**config.mk**
```make
export PLATFORM = sky130hd
export DESIGN_NAME = buffered_uart_transmitter_top
export DESIGN_NICKNAME = d
export VERILOG_FILES = /design/src/buart_pkg.sv /design/src/buffered_uart_transmitter_top.sv
export SDC_FILE = /design/constraint.sdc
export NUM_CORES = 1
export LEC_CHECK = 0
export ABC_AREA = 1
export BUFFER_PORTS_ARGS = -buffer_cell sky130_fd_sc_hd__buf_2
export CORE_MARGIN = 3
export CORE_UTILIZATION = 60
export DETAILED_ROUTE_END_ITERATION = 16
export HOLD_SLACK_MARGIN = 0.06
export PLACE_DENSITY = 0.77
export SLEW_MARGIN = 20
export SYNTH_ARGS = -nofsm -noshare
export SYNTH_HDL_FRONTEND = slang
export SYNTH_SLANG_ARGS = --single-unit
export TNS_END_PERCENT = 10
```
**constraint.sdc**
```tcl
create_clock -name clk -period 3.08 [get_ports clk]
set_input_delay 0.308 -clock clk [delete_from_list [all_inputs] [get_ports clk]]
set_output_delay 0.308 -clock clk [all_outputs]
set_load 0.005 [all_outputs]
```
**src/buart_pkg.sv**
```systemverilog
// shared types and constants for the buffered uart transmitter
// no dependencies; imported by buffered_uart_transmitter_top, its checker and its test
`default_nettype none

package buart_pkg;

    // item operation codes
    typedef enum logic {
        OP_TICK = 1'b0,
        OP_LOAD = 1'b1
    } op_t;

    // result status codes
    typedef enum logic [1:0] {
        STATUS_NONE     = 2'd0,
        STATUS_ACCEPTED = 2'd1,
        STATUS_BUSY     = 2'd2,
        STATUS_OVERFLOW = 2'd3
    } status_t;

    localparam int unsigned DATA_BITS       = 8;
    localparam logic [7:0]  PERIOD_RESET    = 8'd8;
    localparam int unsigned COUNT_W         = 5;
    localparam int unsigned BIT_IDX_W       = 3;
    localparam logic [BIT_IDX_W-1:0] LAST_BIT = 3'd7;

    // input transaction payload
    typedef struct packed {
        op_t                  op;
        logic [DATA_BITS-1:0] data;
        logic                 last;
    } in_item_t;

    // result transaction payload
    typedef struct packed {
        logic    tx_line;
        logic    busy_res;
        status_t status;
    } out_item_t;

endpackage

`default_nettype wire

```
**src/buffered_uart_transmitter_top.sv**
```systemverilog
// buffered 8N1 serial transmitter driven by tick transactions
// an accepted item's result is loaded into the output register in the next cycle
// throughput: one item per cycle while the output is not stalled; the output register is reloaded while it drains
// reset: rst_n asynchronous, line idle high, bit period 8, no message pending
// depends on buart_pkg
`default_nettype none

module buffered_uart_transmitter_top #(
    parameter int unsigned MESSAGE_BYTES = 16
) (
    input  wire                   clk,
    input  wire                   rst_n,
    // item input channel
    input  wire                   in_valid,
    output logic                  in_stall,
    input  wire buart_pkg::in_item_t   in_item,
    // result output channel
    output logic                  out_valid,
    input  wire                   out_stall,
    output buart_pkg::out_item_t  out_item,
    // bit period register write channel
    input  wire                   cfg_valid,
    output logic                  cfg_ready,
    input  wire  [7:0]            cfg_data
);
    import buart_pkg::*;

    localparam int unsigned IDX_W = (MESSAGE_BYTES > 1) ? $clog2(MESSAGE_BYTES) : 1;
    localparam logic [COUNT_W-1:0] MSG_BYTES_C = COUNT_W'(MESSAGE_BYTES);

    typedef enum logic [2:0] {
        PH_WAIT   = 3'd0,
        PH_START  = 3'd1,
        PH_DATA   = 3'd2,
        PH_STOP   = 3'd3,
        PH_FINISH = 3'd4
    } phase_t;

    // message buffer, read data registered at the byte index held after each edge
    logic [DATA_BITS-1:0] store_mem [MESSAGE_BYTES];

    logic [7:0]           period_reg;
    logic [COUNT_W-1:0]   load_count_reg,  load_count_next;
    logic [COUNT_W-1:0]   msg_len_reg,     msg_len_next;
    logic [COUNT_W-1:0]   byte_idx_reg,    byte_idx_next;
    logic [BIT_IDX_W-1:0] bit_idx_reg,     bit_idx_next;
    logic [DATA_BITS-1:0] shift_reg,       shift_next;
    phase_t               phase_reg,       phase_next;
    logic [7:0]           tick_reg,        tick_next;
    logic                 line_reg,        line_next;
    logic                 out_valid_reg;
    out_item_t            out_item_reg,    out_item_next;
    logic [DATA_BITS-1:0] store_rd_reg;

    logic                 accept;
    logic                 store_we;
    logic [8:0]           tick_inc;
    logic [COUNT_W-1:0]   store_raddr;

    // handshakes
    assign cfg_ready = 1'b1;
    assign in_stall  = out_valid_reg & out_stall;
    assign accept    = in_valid & ~in_stall;
    assign out_valid = out_valid_reg;
    assign out_item  = out_item_reg;

    assign tick_inc    = {1'b0, tick_reg} + 9'd1;
    assign store_raddr = accept ? byte_idx_next : byte_idx_reg;

    // next state for one item
    always_comb
    begin
        load_count_next = load_count_reg;
        msg_len_next    = msg_len_reg;
        byte_idx_next   = byte_idx_reg;
        bit_idx_next    = bit_idx_reg;
        shift_next      = shift_reg;
        phase_next      = phase_reg;
        tick_next       = tick_reg;
        line_next       = line_reg;
        store_we        = 1'b0;
        out_item_next.status = STATUS_NONE;

        if (in_item.op == OP_TICK)
        begin
            // tick: count and take a frame step at the period
            if (tick_inc >= {1'b0, period_reg})
            begin
                tick_next = '0;
                if (msg_len_reg != '0)
                begin
                    case (phase_reg)
                        PH_START:
                        begin
                            line_next  = 1'b0;
                            shift_next = store_rd_reg;
                            phase_next = PH_DATA;
                        end
                        PH_DATA:
                        begin
                            line_next  = shift_reg[0];
                            shift_next = {1'b0, shift_reg[DATA_BITS-1:1]};
                            if (bit_idx_reg == LAST_BIT)
                            begin
                                bit_idx_next  = '0;
                                byte_idx_next = byte_idx_reg + COUNT_W'(1);
                                phase_next    = PH_STOP;
                            end
                            else
                            begin
                                bit_idx_next = bit_idx_reg + BIT_IDX_W'(1);
                            end
                        end
                        PH_STOP:
                        begin
                            line_next  = 1'b1;
                            phase_next = (byte_idx_reg >= msg_len_reg) ? PH_FINISH : PH_START;
                        end
                        PH_FINISH:
                        begin
                            phase_next    = PH_WAIT;
                            msg_len_next  = '0;
                            byte_idx_next = '0;
                        end
                        default:
                        begin
                        end
                    endcase
                end
            end
            else
            begin
                tick_next = tick_inc[7:0];
            end
        end
        else if (msg_len_reg != '0)
        begin
            // load refused while sending
            out_item_next.status = STATUS_BUSY;
        end
        else if (load_count_reg >= MSG_BYTES_C)
        begin
            // buffer full, drop the message
            out_item_next.status = STATUS_OVERFLOW;
            if (in_item.last)
            begin
                load_count_next = '0;
            end
        end
        else
        begin
            // buffer the byte, start sending on last
            store_we             = 1'b1;
            load_count_next      = load_count_reg + COUNT_W'(1);
            out_item_next.status = STATUS_ACCEPTED;
            if (in_item.last)
            begin
                msg_len_next    = load_count_reg + COUNT_W'(1);
                load_count_next = '0;
                byte_idx_next   = '0;
                bit_idx_next    = '0;
                phase_next      = PH_START;
            end
        end

        out_item_next.tx_line  = line_next;
        out_item_next.busy_res = (msg_len_next != '0);
    end

    // message buffer write and registered read, new byte forwarded on a same-address write
    always_ff @(posedge clk)
    begin
        if (accept && store_we)
        begin
            store_mem[load_count_reg[IDX_W-1:0]] <= in_item.data;
        end
        if (accept && store_we && (load_count_reg == store_raddr))
        begin
            store_rd_reg <= in_item.data;
        end
        else if (store_raddr < MSG_BYTES_C)
        begin
            store_rd_reg <= store_mem[store_raddr[IDX_W-1:0]];
        end
        else
        begin
            store_rd_reg <= '0;
        end
    end

    // result payload register
    always_ff @(posedge clk)
    begin
        if (accept)
        begin
            out_item_reg <= out_item_next;
        end
    end

    // control state and transmitter registers
    always_ff @(posedge clk or negedge rst_n)
    begin
        if (!rst_n)
        begin
            period_reg     <= PERIOD_RESET;
            load_count_reg <= '0;
            msg_len_reg    <= '0;
            byte_idx_reg   <= '0;
            bit_idx_reg    <= '0;
            shift_reg      <= '0;
            phase_reg      <= PH_WAIT;
            tick_reg       <= '0;
            line_reg       <= 1'b1;
            out_valid_reg  <= 1'b0;
        end
        else
        begin
            if (cfg_valid && cfg_ready)
            begin
                period_reg <= cfg_data;
            end
            if (accept)
            begin
                load_count_reg <= load_count_next;
                msg_len_reg    <= msg_len_next;
                byte_idx_reg   <= byte_idx_next;
                bit_idx_reg    <= bit_idx_next;
                shift_reg      <= shift_next;
                phase_reg      <= phase_next;
                tick_reg       <= tick_next;
                line_reg       <= line_next;
                out_valid_reg  <= 1'b1;
            end
            else if (!out_stall)
            begin
                out_valid_reg <= 1'b0;
            end
        end
    end

endmodule

`default_nettype wire

```
==> results of run 1 <==
==> cells in the final DEF (no fill, tap or decap), types with 3 or more instances in the layout <==
cell type  count
nand3_1      171
nand2_1      165
edfxtp_1     132
inv_1         72
o21ai_0       50
dfrtp_1       45
nor2_1        42
buf_4         39
nand3_2       31
buf_2         27
clkbuf_16     18
inv_2         16
nand2_2       16
ha_1          16
buf_12        10
dfxtp_1        8
nor2_4         6
nand3b_1       6
nand4_1        6
o21bai_1       6
o21ai_1        5
a21oi_1        5
inv_8          5
xor2_1         4
nand2_4        4
nor3_1         4
o22ai_1        4
ha_4           4
inv_6          4
nor3_2         3
a21oi_2        3
nand2_8        3
nand3_4        3
clkinv_2       3
buf_6          3
==> worst max-delay path, stage by stage (launching register included) <==
cell,delay [ns]
dfrtp_1,0.38
ha_2,0.20
nand2_2,0.07
nor2_4,0.13
xor2_1,0.17
inv_1,0.11
ha_4,0.29
nand2_2,0.05
nor2_1,0.08
nand2_1,0.07
nand3_2,0.09
nand2_2,0.06
nand2_2,0.07
nand2_4,0.07
nand3_1,0.14
nand3_4,0.15
buf_12,0.18
buf_12,0.13
buf_12,0.13
nand3_1,0.06
nand3_1,0.09
nand3_1,0.14
nand3_1,0.08
nand2_1,0.07
o21bai_1,0.07
==> area by class of cell <==
class                           instances  area share [%]
Timing Repair Buffer                   84           7.285
Multi-Input combinational cell        574           31.46
Inverter                               91           3.256
Clock buffer                           18           4.077
Sequential cell                       187           50.37
Clock inverter                         14           1.414
Tap cell                              180           2.139
==> cells by family (layout without fill, tap and decap cells) <==
logic type | Yosys count | count (layout) | share of synthesized area [%]
xor+xnor | 5 | 5 | 0.4934
simple gates | 465 | 465 | 24.97
fa+ha+maj | 21 | 21 | 2.961
mux | 2 | 2 | 0.2397
buf+inv | 130 | 207 | 6.570
flops | 187 | 187 | 59.75
compound gates | 80 | 80 | 4.977
other cells | 1 | 1 | 0.04225
==> how the worst max path moves through the flow <==
stage / startpoint / slack (ns) / to / cells past startpoint
6_report: tick_reg[0]$_DFFE_PN0P_ / -0.11 / store_rd_reg[5]$_DFF_P_ / 24
5_1_grt: tick_reg[0]$_DFFE_PN0P_ / -0.27 / store_rd_reg[5]$_DFF_P_ / 24
4_1_cts: tick_reg[1]$_DFFE_PN0P_ / -0.01 / store_rd_reg[6]$_DFF_P_ / 28
3_5_place_dp: tick_reg[2]$_DFFE_PN0P_ / -0.08 / store_rd_reg[1]$_DFF_P_ / 26
3_3_place_gp: tick_reg[0]$_DFFE_PN0P_ / 0.04 / store_rd_reg[4]$_DFF_P_ / 23
2_1_floorplan: tick_reg[0]$_DFFE_PN0P_ / 0.32 / store_rd_reg[6]$_DFF_P_ / 26
==> through the flow <==
stage                     hold WS, ns  instance area [sq um]  worst slack [ns]   TNS, ns
after floorplan               0.01241                   8875            0.3241         0
after global placement         0.4547                   9390           0.04276         0
after detailed placement       0.4634                   9390          -0.08029   -0.3435
after CTS                     0.06754                  10200          -0.01225  -0.01225
after global routing          0.08968                  10530           -0.2733    -2.302
final                         0.07398                  10530           -0.1102   -0.5989
==> cells in the mapped netlist, types with 2 or more instances <==
cell and n:
buf_4 3, nand2_1 179, clkinv_1 2, inv_2 9, a21oi_1 8, dfxtp_1 8, inv_1 79, clkbuf_1 5
nor2_1 43, nor2_2 3, o21ai_1 2, o21a_1 2, edfxtp_1 132, nand3_1 199, nand2_2 6, nand3b_1 6
nand3_2 4, nand2_4 2, o22ai_1 4, nor2_4 4, buf_6 7, dfstp_2 2, buf_2 24, xor2_1 4
nand3_4 2, ha_1 21, nor3_1 6, nand4_1 6, o21bai_1 6, o21ai_0 53, dfrtp_1 45, nand4_2 2
a31oi_1 2
==> per-layer routing <==
layer / wire [microns] / vias up / track usage, %
li1: - / 3183 / -
met1: 8678 / 3203 / 34.20
met2: 10810 / 299 / 43.88
met3: 1399 / 56 / 5.226
met4: 917 / 0 / 13.36
met5: 0 / - / 0
==> power breakdown <==
part | internal, W | total (W) | leakage [nW] | switching (W)
Clock | 0.00115 | 0.00218 | 0.289 | 0.00103
Combinational | 0.00119 | 0.00314 | 2.23 | 0.00194
Sequential | 0.00300 | 0.00322 | 1.85 | 0.000218
Total | 0.00535 | 0.00854 | 4.36 | 0.00319
==> what timing repair did <==
item | in CTS | in global routing
endpoints found under the setup margin | 8 | 14
hold buffers | 0 | 1
buffers inserted | 8 | 6
hold endpoints to repair | 0 | 45
pin swaps | 15 | 32
resized for setup | 20 | 62
gates cloned | 2 | 1
==> flow_metrics.env, run 1 <==
export IMPL_synthTopCellsByArea="edfxtp_1 (45%), dfrtp_1 (13%), nand3_1 (11%), nand2_1 (7.6%), inv_1 (3.3%)"
export IMPL_path_class="flip-flop to flip-flop"
export IMPL_synthCells=891
export IMPL_total_power_w=0.008539
export IMPL_fin_cells=1148
export IMPL_nFillCells=949
export IMPL_power_density_nw_per_um2=811.1
export IMPL_timing_rr_start="tick_reg[0]$_DFFE_PN0P_"
export IMPL_fin_crit_ns=3.190
export IMPL_whs_path_depth=3
export IMPL_rows=43
export IMPL_yosys_warnings=0
export IMPL_overflow=0
export IMPL_violations="negative setup slack"
export IMPL_syn2layout_area_growth_pct=18.62
export IMPL_rsz0062_at_grt="yes"
export IMPL_status="complete, but fails checks"
export IMPL_place_inst=1098
export IMPL_p_leak_nw=4.364
export IMPL_fmax_mhz=313.5
export IMPL_hold_end="period_reg[7]$_DFFE_PN0P_"
export IMPL_synth_top_cell_area_share_pct=44.66
export IMPL_slew_headroom_pct=60.53
export IMPL_grt_use_total_pct=26.75
export IMPL_hold_start="cfg_data[7]"
export IMPL_ir_drop_mv=0.5555
export IMPL_synth_distinct_cells=44
export IMPL_fin_ws_ns=-0.1102
export IMPL_antenna_found_initial=0
export IMPL_cts_buffer_depth=2
export IMPL_die_area_sq_um=16290
export IMPL_synth_ff_type="edfxtp_1"
export IMPL_worstReg2RegEnd="store_rd_reg[5]$_DFF_P_"
export IMPL_cts_root_buf="clkbuf_16"
export IMPL_grt_pass1_wl_mm=33.33
export IMPL_routedWlPerCell_microns=18.99
export IMPL_worst_pin_slew_ns=0.5921
export IMPL_fin_crit_sh_pct=103.6
export IMPL_hold_class="primary input to flip-flop"
export IMPL_slew_viol_final=0
export IMPL_clkTransAtPathRegs_ns=0.07
export IMPL_ys_seq_area_share_pct=59.75
export IMPL_vias=6741
export IMPL_diodes=0
export IMPL_drv_cap=0
export IMPL_coreArea_sq_um=14150
export IMPL_multiInputGateArea_sq_um=3312
export IMPL_start_util_pct=62.72
export IMPL_syn_avg_cell_area_sq_um=9.960
export IMPL_r2r_cells=24
export IMPL_drive_gt1_share_pct=22.21
export IMPL_hpwl_mm=13.31
export IMPL_cts_tree="done"
export IMPL_crit_fanout=10
export IMPL_die_h_microns=127.6
export IMPL_synth_top_cell_by_area="edfxtp_1"
export IMPL_reg2reg_slack_ns=-0.11
export IMPL_synthArstFlopShare_pct=25.13
export IMPL_synth_seq_cells=187
export IMPL_gp_congestion=0.9048
export IMPL_synth_edf_count=132
export IMPL_clock_latency_ns=0.45
export IMPL_grt_pass1_vias=6453
export IMPL_cts_sinks=187
export IMPL_io_pins=30
export IMPL_netlist_area_sq_um=8875
export IMPL_totalWireLength_mm=21.80
export IMPL_drtAntennaViolNets=0
export IMPL_cp_required_ns=3.41
export IMPL_fin_skew_ns=0.01554
export IMPL_hold_violations=0
export IMPL_setup_viol=8
export IMPL_largest_register_ffs=128
export IMPL_route_detailed_drc=0
export IMPL_drtPass1Iterations=5
export IMPL_final_core_util_pct=74.40
export IMPL_cp_start_kind="flip-flop"
export IMPL_die_w_microns=127.6
export IMPL_numPortBuffers=28
export IMPL_grt_max_degree=52
export IMPL_via_per_inst=5.872
export IMPL_arrival_ns=3.52
export IMPL_end_kind="flip-flop"
export IMPL_synth_nets=935
export IMPL_first_iter_violations=721
export IMPL_cts_buffers=17
export IMPL_htreeDepth=4
export IMPL_layout_area_seq_sq_um=5303
export IMPL_num_nets_final=999
(Power assumes the default switching activity.)
==> run 2: changes to the inputs <==
--- a/config.mk
+++ b/config.mk
@@ -8,10 +8,10 @@
 export ABC_AREA = 1
 export BUFFER_PORTS_ARGS = -buffer_cell sky130_fd_sc_hd__buf_2
 export CORE_MARGIN = 3
-export CORE_UTILIZATION = 60
+export CORE_UTILIZATION = 55
 export DETAILED_ROUTE_END_ITERATION = 16
 export HOLD_SLACK_MARGIN = 0.06
-export PLACE_DENSITY = 0.77
+export PLACE_DENSITY = 0.72
 export SLEW_MARGIN = 20
 export SYNTH_ARGS = -nofsm -noshare
 export SYNTH_HDL_FRONTEND = slang
==> constraint.sdc (replaced) <==
create_clock -name clk -period 3.6 [get_ports clk]
set_input_delay 0.36 -clock clk [delete_from_list [all_inputs] [get_ports clk]]
set_output_delay 0.36 -clock clk [all_outputs]
set_load 0.005 [all_outputs]
==> run 2 against run 1 <==
The flow now finishes without violations. Non-clock buffer count decreased by 34. Critical path depth is the same. Utilization fell by 10 points. Routed wire length is 7.6% lower. Combinational power is 32% lower. Global-route usage is 3.4 points lower. Final area fell by 5.9%. Critical endpoint is now store_rd_reg[1]$_DFF_P_. Largest cell class unchanged.
==> flow_metrics.env, run 2 (same netlist as run 1, synthesis figures left out) <==
export IMPL_drtPass1Iterations=5
export IMPL_hpwl_mm=12.57
export IMPL_hold_class="primary input to flip-flop"
export IMPL_fin_skew_ns=0.01649
export IMPL_die_w_microns=133.0
export IMPL_power_density_nw_per_um2=676.1
export IMPL_slew_viol_final=0
export IMPL_final_core_util_pct=64.00
export IMPL_fmax_mhz=307.2
export IMPL_die_area_sq_um=17700
export IMPL_largest_register_ffs=128
export IMPL_syn2layout_area_growth_pct=11.66
export IMPL_fin_crit_sh_pct=90.44
export IMPL_gp_congestion=0.8526
export IMPL_p_leak_nw=4.076
export IMPL_crit_fanout=29
export IMPL_fin_crit_ns=3.256
export IMPL_slew_headroom_pct=43.51
export IMPL_grt_max_degree=65
export IMPL_setup_viol=0
export IMPL_clock_latency_ns=0.45
export IMPL_io_pins=30
export IMPL_drv_cap=0
export IMPL_final_common_cell="nand3_1"
export IMPL_layout_common_cells="nand3_1 (198), nand2_1 (179), edfxtp_1 (132)"
export IMPL_cp_start_kind="flip-flop"
export IMPL_diodes=0
export IMPL_cts_buffer_depth=2
export IMPL_numPortBuffers=28
export IMPL_end_kind="flip-flop"
export IMPL_first_iter_violations=654
export IMPL_overflow=0
export IMPL_vias=6520
export IMPL_cts_buffers=17
export IMPL_cts_sinks=187
export IMPL_worst_pin_slew_ns=0.8442
export IMPL_hold_violations=0
export IMPL_cp_required_ns=3.96
export IMPL_drtAntennaViolNets=0
export IMPL_grt_pass1_vias=6171
export IMPL_final_area_sq_um=9910
export IMPL_route_detailed_drc=0
export IMPL_tns_ns=0
export IMPL_antenna_found_initial=0
export IMPL_path_class="flip-flop to flip-flop"
export IMPL_num_nets_final=965
export IMPL_start_util_pct=57.32
export IMPL_die_h_microns=133.0
export IMPL_clkTransAtPathRegs_ns=0.07
export IMPL_grt_pass1_wl_mm=32.01
export IMPL_drive_gt1_share_pct=13.06
export IMPL_rows=45
export IMPL_via_per_inst=5.694
export IMPL_arrival_ns=3.61
export IMPL_routedWlPerCell_microns=17.60
export IMPL_htreeDepth=4
export IMPL_totalWireLength_mm=20.15
export IMPL_grt_use_total_pct=23.36
export IMPL_rsz0062_at_grt="yes"
export IMPL_placed_area_sq_um=9249
export IMPL_coreArea_sq_um=15480
export IMPL_status="finished clean"
export IMPL_cts_root_buf="clkbuf_16"
export IMPL_ir_drop_mv=0.4132
export IMPL_cts_tree="done"
[run 2: cell types whose count changed in the layout (fill, tap and decap cells not counted), moves of 4 or more]
cell | previous run | this run
inv_1 | 72 | 79
ha_4 | 4 | 0
nand3_2 | 31 | 4
buf_12 | 10 | 6
nand2_1 | 165 | 179
buf_4 | 39 | 13
inv_2 | 16 | 9
nand2_2 | 16 | 4
nand3_1 | 171 | 198
ha_1 | 16 | 21
inv_8 | 5 | 1
[run 2: worst max-delay path: stages (launching register included)]
cell and delay [ns]:
dfrtp_1 0.38, ha_1 0.19, nand2_1 0.07, nor2_2 0.12, xor2_1 0.15, inv_1 0.07
ha_1 0.28, nand2_1 0.09, inv_1 0.04, nand2_1 0.06, nand3_1 0.10, nand2_1 0.07
nand2_1 0.06, nand2_2 0.13, nand2_8 0.09, nand2_2 0.09, nand3_4 0.17, nand2_8 0.19
buf_12 0.19, nand2_1 0.07, nand3_1 0.08, nand3_1 0.12, nand3_1 0.12, nand2_1 0.06
o21bai_1 0.15
[run 2: timing repair]
item | 4_1_cts | 5_1_grt
hold buffers | 1 | 0
endpoints found under the hold margin | 28 | 0
setup endpoints to repair | 0 | 8
resized for setup | 0 | 8
buffers inserted | 0 | 1
[run 2: layout make-up]
cell class	count	area, sq um
inverters	91	342.8
well taps	211	264.0
flip-flops and latches	187	5303
clock buffers	17	425.4
fillers	1215	5574
clock inverters	15	150.1
repair buffers	50	404.1
multi-input cells	574	3020
[run 2: where the power goes]
part	switching [W]	internal [W]	total [W]
sequential	0.000175	0.00257	0.00275
combinational	0.00142	0.000728	0.00215
clock	0.000885	0.000919	0.00180
total	0.00248	0.00422	0.00670
[run 2: layer usage]
metal / GRT usage [%] / part of all wire [%] / vias to the layer above
met4: 9.758 / 2.4 / 0
met3: 4.867 / 6.1 / 41
met2: 36.23 / 48 / 252
met1: 32.26 / 43 / 3119
li1: - / - / 3108
met5: 0 / 0 / -
[run 2: path summary, 6_finish.rpt]
path                                    startpoint                          to  slack (ns)  cells past startpoint
max                        tick_reg[0]$_DFFE_PN0P_     store_rd_reg[1]$_DFF_P_        0.34                     24
min                                    cfg_data[5]   period_reg[5]$_DFFE_PN0P_        0.12                      3
max reg2reg                tick_reg[0]$_DFFE_PN0P_     store_rd_reg[1]$_DFF_P_        0.34                     24
min reg2reg                store_rd_reg[1]$_DFF_P_    shift_reg[1]$_DFFE_PN0P_        0.47                      2
max in group asynchronous                    rst_n   period_reg[3]$_DFFE_PN1P_        2.31                      3
min in group asynchronous                    rst_n  msg_len_reg[1]$_DFFE_PN0P_        0.49                      2
[run 2: through the flow]
step                std cells  total power, W  setup slack [ns]  hold slack, ns
finish                   1145        0.006699            0.3443          0.1227
global route             1145        0.007105          -0.03800          0.1247
CTS                      1143        0.006665            0.2726          0.1089
detailed placement       1110        0.004864            0.3007          0.4415
global placement         1110        0.004826            0.3624          0.4456
floorplan                 891        0.004339            0.8441         0.06441
==> run 3: changes to the inputs <==
--- a/config.mk
+++ b/config.mk
@@ -7,7 +7,6 @@
 export LEC_CHECK = 0
 export ABC_AREA = 1
 export BUFFER_PORTS_ARGS = -buffer_cell sky130_fd_sc_hd__buf_2
-export CORE_MARGIN = 3
 export CORE_UTILIZATION = 55
 export DETAILED_ROUTE_END_ITERATION = 16
 export HOLD_SLACK_MARGIN = 0.06
==> run 3 against run 2 <==
Clock skew is 0.0054 ns lower. Clock-buffer cell count is 2 higher. Cell count stayed put. Non-clock buffer count is 5 lower. Final area is 1.4% lower. Utilization is 2.3 points lower. Critical endpoint is now store_rd_reg[7]$_DFF_P_. Fmax is 0.14% higher. Clock power hardly changed. Worst hold slack better by 0.0084 ns. Total power is 1.3% lower.
==> flow_metrics.env, run 3 (same netlist as run 1, synthesis figures left out) <==
export IMPL_cts_root_buf="clkbuf_16"
export IMPL_status="finished clean"
export IMPL_vias=6395
export IMPL_die_area_sq_um=16650
export IMPL_numPortBuffers=28
export IMPL_cts_tree="done"
export IMPL_crit_fanout=32
export IMPL_totalWireLength_mm=20.00
export IMPL_num_nets_final=960
export IMPL_hold_violations=0
export IMPL_io_pins=30
export IMPL_syn2layout_area_growth_pct=10.09
export IMPL_die_h_microns=129.0
export IMPL_drtPass1Iterations=5
export IMPL_multiInputGateArea_sq_um=2994
export IMPL_slew_headroom_pct=44.40
export IMPL_clkTransAtPathRegs_ns=0.07
export IMPL_drtAntennaViolNets=0
export IMPL_path_class="flip-flop to flip-flop"
export IMPL_largest_register_ffs=128
export IMPL_cts_sinks=187
export IMPL_grt_pass1_wl_mm=31.71
export IMPL_grt_pass1_vias=6128
export IMPL_die_w_microns=129.0
export IMPL_nFillCells=1316
export IMPL_power_density_nw_per_um2=676.7
export IMPL_total_power_w=0.006612
export IMPL_layout_area_seq_sq_um=5303
export IMPL_cts_setup_buffers=0
export IMPL_via_per_inst=5.585
export IMPL_first_iter_violations=712
export IMPL_fin_skew_ns=0.01106
export IMPL_cp_start_kind="flip-flop"
export IMPL_setup_viol=0
export IMPL_tns_ns=0
export IMPL_final_area_sq_um=9771
export IMPL_drive_gt1_share_pct=12.38
export IMPL_fmax_mhz=307.6
export IMPL_grt_use_total_pct=25.75
export IMPL_start_util_pct=56.07
export IMPL_worst_pin_slew_ns=0.8309
export IMPL_fin_crit_sh_pct=90.31
export IMPL_p_leak_nw=4.013
export IMPL_placed_area_sq_um=9195
export IMPL_cts_buffers=17
export IMPL_arrival_ns=3.62
export IMPL_htreeDepth=4
export IMPL_route_detailed_drc=0
export IMPL_fin_crit_ns=3.251
export IMPL_layout_common_cells="nand3_1 (198), nand2_1 (179), edfxtp_1 (132)"
export IMPL_overflow=0
export IMPL_end_kind="flip-flop"
export IMPL_grt_max_degree=65
export IMPL_final_common_cell="nand3_1"
export IMPL_ir_drop_mv=0.4894
export IMPL_gp_congestion=0.8538
export IMPL_timing_rr_start="tick_reg[0]$_DFFE_PN0P_"
export IMPL_cp_required_ns=3.97
export IMPL_hold_class="primary input to flip-flop"
export IMPL_rsz0062_at_grt="no"
export IMPL_slew_viol_final=0
export IMPL_clock_latency_ns=0.44
export IMPL_rows=46
export IMPL_coreArea_sq_um=15830
export IMPL_routedWlPerCell_microns=17.47
export IMPL_drv_cap=0
export IMPL_hold_start="cfg_data[7]"
export IMPL_cts_buffer_depth=2
export IMPL_cp_startpoint="tick_reg[0]$_DFFE_PN0P_"
export IMPL_antenna_found_initial=0
export IMPL_diodes=0
export IMPL_hpwl_mm=12.65
[run 3: path summary, 6_finish.rpt]
path | end | slack (ns) | depth (start not counted)
max | store_rd_reg[7]$_DFF_P_ | 0.35 | 22
min | period_reg[7]$_DFFE_PN0P_ | 0.13 | 3
max reg2reg | store_rd_reg[7]$_DFF_P_ | 0.35 | 22
min reg2reg | shift_reg[0]$_DFFE_PN0P_ | 0.49 | 2
max in group asynchronous | tick_reg[2]$_DFFE_PN0P_ | 2.70 | 2
min in group asynchronous | msg_len_reg[4]$_DFFE_PN0P_ | 0.47 | 2
[run 3: repair_timing]
action / CTS / global route
endpoints found under the hold margin: 0 / 45
resized for setup: 0 / 0
hold buffers: 0 / 1
[run 3: cell type report]
cell class	instances	area share (%)
timing repair buffer	45	3.048
clock inverter	13	1.332
multi-input combinational	574	30.64
sequential	187	54.27
tap	216	2.766
clock buffer	19	4.431
inverter	91	3.509
[run 3: routing by layer]
layer | up-vias | GRT usage (%) | wire, microns
li1 | 3097 | - | -
met1 | 3058 | 33.03 | 8582
met2 | 204 | 43.47 | 9962
met3 | 36 | 5.161 | 1013
met4 | 0 | 9.689 | 444
met5 | - | 0 | 0
[run 3: where the power goes]
part           internal (W)  switching (W)  leakage, nW
clock              0.000973       0.000835        0.280
sequential          0.00257       0.000176         1.85
combinational      0.000665        0.00139         1.89
total               0.00421        0.00240         4.01
[run 3: worst max-delay path: stages, from the launching register on]
cell and delay (ns):
dfrtp_1 0.37, ha_1 0.19, nand2_1 0.07, nor2_2 0.12
xor2_1 0.15, inv_1 0.07, ha_1 0.29, a21oi_1 0.17
nand3_1 0.10, nand2_1 0.07, nand2_1 0.07, nand2_2 0.13
nand2_8 0.10, nand2_2 0.07, nand3_2 0.10, nand2_2 0.10
buf_4 0.34, nand2_1 0.11, nand3_1 0.10, nand3_1 0.10
nand3_1 0.14, nand2_1 0.07, o21bai_1 0.13
[run 3: through the flow]
step	instances	utilization (%)	worst slack (ns)	hold WS, ns
5_1_grt	1145	61.73	0.02780	0.1385
3_5_place_dp	1112	58.09	0.3607	0.4733
3_3_place_gp	1112	58.09	0.4540	0.4596
6_report	1145	61.73	0.3487	0.1311
2_1_floorplan	891	-	0.8441	0.06441
4_1_cts	1144	61.65	0.3205	0.1205
